## src/hw/rtl/cse_pkg.sv

```systemverilog
package cse_pkg;

    localparam logic [7:0] CH_SPACE     = 8'h20;
    localparam logic [7:0] CH_PRINT_LO  = 8'h21;
    localparam logic [7:0] CH_PRINT_HI  = 8'h7E;
    localparam logic [7:0] CH_BACKSLASH = 8'h5C;
    localparam logic [7:0] CH_DQUOTE    = 8'h22;
    localparam logic [7:0] CH_SQUOTE    = 8'h27;
    localparam logic [7:0] CH_ZERO      = 8'h30;
    localparam logic [7:0] CH_NONE      = 8'h00;

    localparam logic [1:0] LAST_PLAIN  = 2'd0;
    localparam logic [1:0] LAST_LETTER = 2'd1;
    localparam logic [1:0] LAST_OCTAL  = 2'd3;

    typedef struct packed {
        logic [3:0][7:0] bytes;
        logic [1:0]      last_idx;
        logic            esc;
    } expand_t;

    function automatic logic [7:0] esc_letter(input logic [7:0] c);
        logic [7:0] r;
        unique case (c)
            8'h07:   r = 8'h61;
            8'h08:   r = 8'h62;
            8'h0C:   r = 8'h66;
            8'h0A:   r = 8'h6E;
            8'h0D:   r = 8'h72;
            8'h09:   r = 8'h74;
            8'h0B:   r = 8'h76;
            8'h22:   r = CH_DQUOTE;
            8'h27:   r = CH_SQUOTE;
            8'h1B:   r = 8'h65;
            default: r = CH_NONE;
        endcase
        return r;
    endfunction

endpackage

```

## src/hw/rtl/cse_encode.sv

```systemverilog
module cse_encode (
    input  logic [7:0]       char_in,
    output cse_pkg::expand_t x
);

    logic       plain;
    logic [7:0] letter;

    assign plain = (char_in == cse_pkg::CH_SPACE)
                || (char_in >= cse_pkg::CH_PRINT_LO && char_in <= cse_pkg::CH_PRINT_HI
                    && char_in != cse_pkg::CH_BACKSLASH
                    && char_in != cse_pkg::CH_DQUOTE
                    && char_in != cse_pkg::CH_SQUOTE);

    assign letter = cse_pkg::esc_letter(char_in);

    always_comb begin
        x.bytes[1] = cse_pkg::CH_ZERO + {6'd0, char_in[7:6]};
        x.bytes[2] = cse_pkg::CH_ZERO + {5'd0, char_in[5:3]};
        x.bytes[3] = cse_pkg::CH_ZERO + {5'd0, char_in[2:0]};
        if (plain) begin
            x.bytes[0] = char_in;
            x.last_idx = cse_pkg::LAST_PLAIN;
            x.esc      = 1'b0;
        end else if (letter != cse_pkg::CH_NONE) begin
            x.bytes[0] = cse_pkg::CH_BACKSLASH;
            x.bytes[1] = letter;
            x.last_idx = cse_pkg::LAST_LETTER;
            x.esc      = 1'b1;
        end else begin
            x.bytes[0] = cse_pkg::CH_BACKSLASH;
            x.last_idx = cse_pkg::LAST_OCTAL;
            x.esc      = 1'b1;
        end
    end

endmodule

```

## src/hw/rtl/cse_emit.sv

```systemverilog
module cse_emit (
    input  logic             aclk,
    input  logic             aresetn,
    input  logic             in_valid,
    input  logic             in_end,
    input  cse_pkg::expand_t x,
    output logic             in_done,
    output logic             m_valid,
    input  logic             m_ready,
    output logic [7:0]       m_char_out,
    output logic             m_run_last,
    output logic             m_string_last,
    output logic             m_any_escaped
);

    logic       m_valid_reg, m_valid_next;
    logic [1:0] idx_reg, idx_next;
    logic       seen_reg, seen_next;
    logic [7:0] char_reg;
    logic       run_last_reg, string_last_reg, any_reg;
    logic       load, is_last;

    assign load    = in_valid && (!m_valid_reg || m_ready);
    assign is_last = (idx_reg == x.last_idx);
    assign in_done = load && is_last;

    always_comb begin
        m_valid_next = load || (m_valid_reg && !m_ready);
        idx_next     = idx_reg;
        seen_next    = seen_reg;
        if (in_done) begin
            idx_next  = 2'd0;
            seen_next = in_end ? 1'b0 : (seen_reg || x.esc);
        end else if (load) begin
            idx_next = idx_reg + 2'd1;
        end
    end

    always_ff @(posedge aclk) begin
        if (!aresetn) begin
            m_valid_reg <= 1'b0;
            idx_reg     <= 2'd0;
            seen_reg    <= 1'b0;
        end else begin
            m_valid_reg <= m_valid_next;
            idx_reg     <= idx_next;
            seen_reg    <= seen_next;
        end
    end

    always_ff @(posedge aclk) begin
        if (load) begin
            char_reg        <= x.bytes[idx_reg];
            run_last_reg    <= is_last;
            string_last_reg <= is_last && in_end;
            any_reg         <= is_last && in_end && (seen_reg || x.esc);
        end
    end

    assign m_valid       = m_valid_reg;
    assign m_char_out    = char_reg;
    assign m_run_last    = run_last_reg;
    assign m_string_last = string_last_reg;
    assign m_any_escaped = any_reg;

`ifndef SYNTHESIS
    a_any_on_string_last: assert property (@(posedge aclk) disable iff (!aresetn)
        m_valid_reg && any_reg |-> string_last_reg)
        else $error("any_escaped set off the string's final byte");
    a_string_last_run_last: assert property (@(posedge aclk) disable iff (!aresetn)
        m_valid_reg && string_last_reg |-> run_last_reg)
        else $error("string_last without run_last");
    a_idx_wraps: assert property (@(posedge aclk) disable iff (!aresetn)
        in_done |=> idx_reg == 2'd0)
        else $error("byte index did not return to zero");
    a_idx_bound: assert property (@(posedge aclk) disable iff (!aresetn)
        in_valid |-> idx_reg <= x.last_idx)
        else $error("byte index past the expansion");
    a_seen_cleared: assert property (@(posedge aclk) disable iff (!aresetn)
        in_done && in_end |=> !seen_reg)
        else $error("escape flag kept across strings");
`endif

endmodule

```

## src/hw/rtl/c_string_escape_encoder.sv

```systemverilog
// C string literal escape encoder. Bytes of a string enter on s_char_in with
// s_string_end on the final byte; escaped text leaves one byte per cycle on
// m_char_out while m_ready is high. An input byte yields one output byte
// (plain), two (backslash and letter or quote) or four (backslash and three
// octal digits), each held in turn in the single output register; plain bytes
// stream at one per cycle while m_ready is high, and the next input is taken
// in the cycle the previous one's last output byte is loaded. Each input byte
// is registered, then each of its result bytes, before being presented.
// m_run_last marks the last byte from each input byte, m_string_last the last
// byte of the string, and m_any_escaped, valid with m_string_last, tells
// whether any byte of the string needed escaping.
module c_string_escape_encoder (
    input  logic       aclk,
    input  logic       aresetn,
    input  logic       s_valid,
    output logic       s_ready,
    input  logic [7:0] s_char_in,
    input  logic       s_string_end,
    output logic       m_valid,
    input  logic       m_ready,
    output logic [7:0] m_char_out,
    output logic       m_run_last,
    output logic       m_string_last,
    output logic       m_any_escaped
);

    logic             in_valid_reg, in_valid_next;
    logic [7:0]       in_char_reg;
    logic             in_end_reg;
    logic             in_done;
    cse_pkg::expand_t x;

    assign s_ready = !in_valid_reg || in_done;

    always_comb begin
        in_valid_next = in_valid_reg;
        if (s_valid && s_ready) begin
            in_valid_next = 1'b1;
        end else if (in_done) begin
            in_valid_next = 1'b0;
        end
    end

    always_ff @(posedge aclk) begin
        if (!aresetn) begin
            in_valid_reg <= 1'b0;
        end else begin
            in_valid_reg <= in_valid_next;
        end
    end

    always_ff @(posedge aclk) begin
        if (s_valid && s_ready) begin
            in_char_reg <= s_char_in;
            in_end_reg  <= s_string_end;
        end
    end

    cse_encode u_encode (
        .char_in (in_char_reg),
        .x       (x)
    );

    cse_emit u_emit (
        .aclk          (aclk),
        .aresetn       (aresetn),
        .in_valid      (in_valid_reg),
        .in_end        (in_end_reg),
        .x             (x),
        .in_done       (in_done),
        .m_valid       (m_valid),
        .m_ready       (m_ready),
        .m_char_out    (m_char_out),
        .m_run_last    (m_run_last),
        .m_string_last (m_string_last),
        .m_any_escaped (m_any_escaped)
    );

endmodule

```

## config.mk

```make
export PLATFORM = sky130hd
export DESIGN_NAME = c_string_escape_encoder
export DESIGN_NICKNAME = d
export VERILOG_FILES = /design/src/hw/rtl/cse_pkg.sv /design/src/hw/rtl/cse_encode.sv /design/src/hw/rtl/cse_emit.sv /design/src/hw/rtl/c_string_escape_encoder.sv
export SDC_FILE = /design/constraint.sdc
export NUM_CORES = 1
export LEC_CHECK = 0
export BUFFER_PORTS_ARGS = -buffer_cell sky130_fd_sc_hd__buf_2
export CORE_AREA = 3 3 57 59
export CTS_BUF_LIST = sky130_fd_sc_hd__clkbuf_8
export CTS_CLUSTER_DIAMETER = 80
export DETAILED_ROUTE_END_ITERATION = 10
export DIE_AREA = 0 0 60 62
export HOLD_SLACK_MARGIN = 0.06
export PLACE_DENSITY = 0.85
export REMOVE_ABC_BUFFERS = 1
export SLEW_MARGIN = 5
export SYNTH_ARGS = -nofsm -noshare
export SYNTH_HDL_FRONTEND = slang
export SYNTH_SLANG_ARGS = --single-unit
```

## constraint.sdc

```tcl
create_clock -name aclk -period 2.5 [get_ports aclk]
set_clock_uncertainty 0.1 [all_clocks]
set_input_delay 0.25 -clock aclk [delete_from_list [all_inputs] [get_ports aclk]]
set_output_delay 0.25 -clock aclk [all_outputs]
set_load 0.01 [all_outputs]
```

==> results <==
- In this run the worst hold path is classified as in -> reg.
- The via count is 1,199.
- The global-route congestion overflow total is 0.
- The repair_antennas step left the layout with diodes totalling 0.
- The post-layout minimum cycle time is 2.58 ns.
- The per-cell routed wire length is 15.9 um.
- The length in cells of the worst reg-to-reg path is 8.
- After synthesis, the largest area contributor takes up 44.0% of total cell area.
- The dominant cell type by area after synthesis is sky130_fd_sc_hd__edfxtp_1.
- Counting every instance in the synthesized netlist gives 130.
- The worst setup path is launched from a flop.
- For this design the ratio of total power to cell area is 528 mW/mm^2.
- The endpoint arrival time on the critical path is around 2.2 ns.
- Setup violations remaining at the end of the flow were counted as 1.
- The worst setup path is of the reg -> out kind.
- Using the TritonRoute via totals, the vias-per-cell ratio works out to 5.74.
- The number of antenna violations at the first check in global routing came to 0.
- The finished layout holds 209 standard cells, fillers aside.
- The first global-routing pass estimated about 5.3 mm of wire.
- Cells fill 66.0% of the core in the end.
- The number of hold violations in the final report was 0.
- Across every metal layer, demand over resource in global routing totals approximately a fifth.
- The distinct cell type count after synthesis is 44.
- The site row count is 19.
- The region available for standard cell placement spans 0.00276 mm^2.
- After layout, the design draws a total of 0.961 mW.
- The maximum buffer depth of the clock tree is 2.
- The detailed-route DRC error count is 0.
- The launching instance or port of the critical path is in_char_reg[2]$_DFFE_PP_.
- During synthesis, Yosys emitted a total of 0 warnings.
- The worst reg2reg path endpoint is in_char_reg[0]$_DFFE_PP_.
- The congestion estimate from routability-driven global placement came to ~0.89.
- Compared with the post-synthesis result, the final layout area differs by 33.4%.
- Counting tap cells, the placed design contains a total of between 150 and 200 instances.
- In this run the worst path has a maximum fanout of 4.
- The leakage power summed over all cells is 0.715 nW.
- The gate family responsible for the most delay along the worst path is compound AO/OA/AOI/OAI gates.
- The most critical setup path has its endpoint at s_ready.
- The floorplan step defined a die boundary enclosing 0.00372 mm^2.
- Walking the worst path, the cells encountered are xnor2_2 > o2111ai_4 > a32oi_2 > nor2_1 > a311oi_4 > inv_1 > buf_2.
- The worst register-to-register path begins at in_char_reg[2]$_DFFE_PP_.
- The root buffer cell is sky130_fd_sc_hd__clkbuf_8.
- The total iterations of the first detailed-routing run is 4.
- In this run, synthesis inferred 20 flip-flops with an integrated enable.
- The slowest stage cell on the critical path is sky130_fd_sc_hd__edfxtp_1.
- The number of global-route vias before repair is 1,142.
- CTS built an H-tree with a depth of 1.
- The final reports fail on negative setup slack.
- The number of flip-flops and latches in the synthesized netlist is 25.
- The required time at the endpoint of the critical path is 2.15 ns.
- The fraction of the yosys area taken by sequential cells is approximately half.
- By area the synthesized netlist is led by sky130_fd_sc_hd__edfxtp_1, sky130_fd_sc_hd__dfxtp_1, sky130_fd_sc_hd__nor2_1, sky130_fd_sc_hd__a21oi_1, sky130_fd_sc_hd__inv_1.
- Timing would allow up to approximately 390 MHz.
- Entering global routing, the biggest net connects 16 pins.
- In this run the tool buffered the top-level ports with 25 buffer cells.
- The detailed placer's ending HPWL is 2.17 mm.
- In this run the register-to-register setup slack is 0.10 ns.
- The violation count after the first detailed-routing iteration is 72.
- After layout, the worst path uses 103% of the clock period.
- The mean area per synthesized cell is approximately 11 um^2.
- TritonCTS built the clock tree.
- The summed instance area of the synthesized netlist is 0.00137 mm^2.
- Clock-pin slew was measured on the worst setup and hold paths at ~0.09 ns.
- The max-slew violation count is 0.
- In the synthesized netlist the dominant register cell turns out to be sky130_fd_sc_hd__edfxtp_1.
- The die span in x is 60 um.
- Across the run, the number of max-cap violations was 0.
- The clock drives 25 sinks.
- The run finished, with violations left.
- After the last flow step, the layout net total stands at 192.
- The height of the chip is roughly 62 um.
- The endpoint kind of the worst setup timing path is an output port.
- The effective utilization at floorplan is 49.5%.
- The critical path crosses 7 cells after its start point.
- In this design, the stage delay of the slowest critical-path cell is 0.47 ns.
- The number of nets still failing antenna checks after routing is 0.
- The final layout contains routed wiring with a total length of 3.33 mm.
- The I/O pin count is 26.
- Setup repair after global routing could not meet its margin everywhere.
- Together, buffers and inverters on the worst path number 2.
- IR analysis of the VDD net gives a maximum drop of 0.554 mV.
- Of all flip-flops after synthesis, the portion carrying an async set or reset was 0%.
- Buffers inserted during clock tree synthesis total 3.
- In the final layout, the share of cells above drive strength 1 is between 30% and 40%.
- Setup slack on the critical path of the routed design comes to -0.0812 ns.
- The clock reaches the later pin of the worst-skew pair after roughly 0.27 ns.
## kinds of logic after synthesis
logic type,count (synthesis),share of synthesized area [%]
xor+xnor,3,3.02
buf+inv,18,5.41
mux,1,0.733
compound gates,38,23.1
simple gates,44,16.1
other cells,1,0.275
flops,25,51.3
## stage by stage
stage / hold WS, ns / setup WS [ns] / setup TNS [ns] / area [um^2]
after global routing: 0.137 / -0.189 / -0.469 / 1820
final: 0.126 / -0.0812 / -0.0812 / 1820
after floorplan: 0.249 / -0.0801 / -0.721 / 1330
after global placement: 0.327 / 0.141 / 0 / 1580
after detailed placement: 0.329 / 0.0687 / 0 / 1580
after CTS: 0.125 / -0.0325 / -0.0325 / 1790
## layout make-up
class,instances,area (um^2)
clock buffers,3,41.3
clock inverters,1,7.51
fillers,209,937
inverters,10,37.5
multi-input cells,87,644
flip-flops and latches,25,701
well taps,31,38.8
repair buffers,52,350
## what timing repair did
| action | 4_1_cts | 5_1_grt |
|---|---|---|
| setup endpoints to repair | 1 | 1 |
| hold buffers | 9 | 0 |
| hold endpoints to repair | 9 | 0 |
| buffers inserted | 6 | 1 |
| gates resized for setup | 4 | 4 |
| pin swaps | 2 | 2 |
## routing by layer
layer / GRT usage [%] / share of wire (%) / vias up
met1: 23.6 / 38 / 562
met3: 2.27 / 5.9 / 6
li1: - / - / 575
met4: 8.23 / 1.5 / 0
met5: 0 / 0 / -
met2: 34.4 / 54 / 56
## report_power, final
group / total, mW / switching (mW) / leakage [nW] / internal (mW)
Combinational: 0.211 / 0.114 / 0.464 / 0.0970
Clock: 0.247 / 0.134 / 0.0217 / 0.113
Sequential: 0.503 / 0.0188 / 0.229 / 0.484
Total: 0.961 / 0.267 / 0.715 / 0.694
## worst min-delay path by stage
stage	startpoint	endpoint	slack (ns)	cells after the start
2_1_floorplan	s_char_in[0]	in_char_reg[0]$_DFFE_PP_	0.25	0
3_3_place_gp	s_char_in[1]	in_char_reg[1]$_DFFE_PP_	0.33	1
3_5_place_dp	s_char_in[5]	in_char_reg[5]$_DFFE_PP_	0.33	1
4_1_cts	s_valid	in_valid_reg$_SDFFE_PN0P_	0.12	2
5_1_grt	s_valid	in_valid_reg$_SDFFE_PN0P_	0.14	2
6_report	s_valid	in_valid_reg$_SDFFE_PN0P_	0.13	2
## worst register-to-register path, stage by stage, from the launching register on
cell	delay, ns
sky130_fd_sc_hd__edfxtp_1	0.47
sky130_fd_sc_hd__xnor2_2	0.30
sky130_fd_sc_hd__buf_4	0.18
sky130_fd_sc_hd__a31o_4	0.15
sky130_fd_sc_hd__o311ai_4	0.11
sky130_fd_sc_hd__xnor2_2	0.31
sky130_fd_sc_hd__a311oi_4	0.17
sky130_fd_sc_hd__nor2b_1	0.15
sky130_fd_sc_hd__buf_4	0.18
## synthesized netlist by cell type, types with 2 or more instances
library cell and instances:
sky130_fd_sc_hd__edfxtp_1 20, sky130_fd_sc_hd__nor2_1 16, sky130_fd_sc_hd__inv_1 10, sky130_fd_sc_hd__a21oi_1 8, sky130_fd_sc_hd__nand2_1 8, sky130_fd_sc_hd__buf_2 5, sky130_fd_sc_hd__dfxtp_1 5, sky130_fd_sc_hd__a31oi_1 4
sky130_fd_sc_hd__nand2b_1 4, sky130_fd_sc_hd__clkbuf_1 3, sky130_fd_sc_hd__o21ai_0 3, sky130_fd_sc_hd__a21boi_0 2, sky130_fd_sc_hd__a32oi_1 2, sky130_fd_sc_hd__a41oi_1 2, sky130_fd_sc_hd__nand3_1 2, sky130_fd_sc_hd__nand4_1 2
sky130_fd_sc_hd__nor2b_1 2, sky130_fd_sc_hd__nor3_1 2, sky130_fd_sc_hd__nor4_1 2, sky130_fd_sc_hd__o211ai_1 2, sky130_fd_sc_hd__o21bai_1 2, sky130_fd_sc_hd__xnor2_2 2
## cells in the final DEF, fill, tap and decap left out, types with 2 or more instances in the layout
cell,Yosys,routed
sky130_fd_sc_hd__nor3_1,2,2
sky130_fd_sc_hd__o21ai_0,3,3
sky130_fd_sc_hd__o211ai_1,2,2
sky130_fd_sc_hd__dfxtp_1,5,5
sky130_fd_sc_hd__clkbuf_8,0,3
sky130_fd_sc_hd__nand2_1,8,8
sky130_fd_sc_hd__a21boi_0,2,2
sky130_fd_sc_hd__nor2_1,16,15
sky130_fd_sc_hd__nand3_1,2,2
sky130_fd_sc_hd__edfxtp_1,20,20
sky130_fd_sc_hd__dlygate4sd3_1,0,9
sky130_fd_sc_hd__inv_1,10,10
sky130_fd_sc_hd__nand2b_1,4,4
sky130_fd_sc_hd__o21bai_1,2,2
sky130_fd_sc_hd__xnor2_2,2,2
sky130_fd_sc_hd__buf_4,0,18
sky130_fd_sc_hd__nand4_1,2,2
sky130_fd_sc_hd__a31oi_1,4,4
sky130_fd_sc_hd__buf_2,5,25
sky130_fd_sc_hd__nor2b_1,2,2
sky130_fd_sc_hd__a21oi_1,8,7
sky130_fd_sc_hd__nor4_1,2,2
Power figures use the tool's default switching activity.
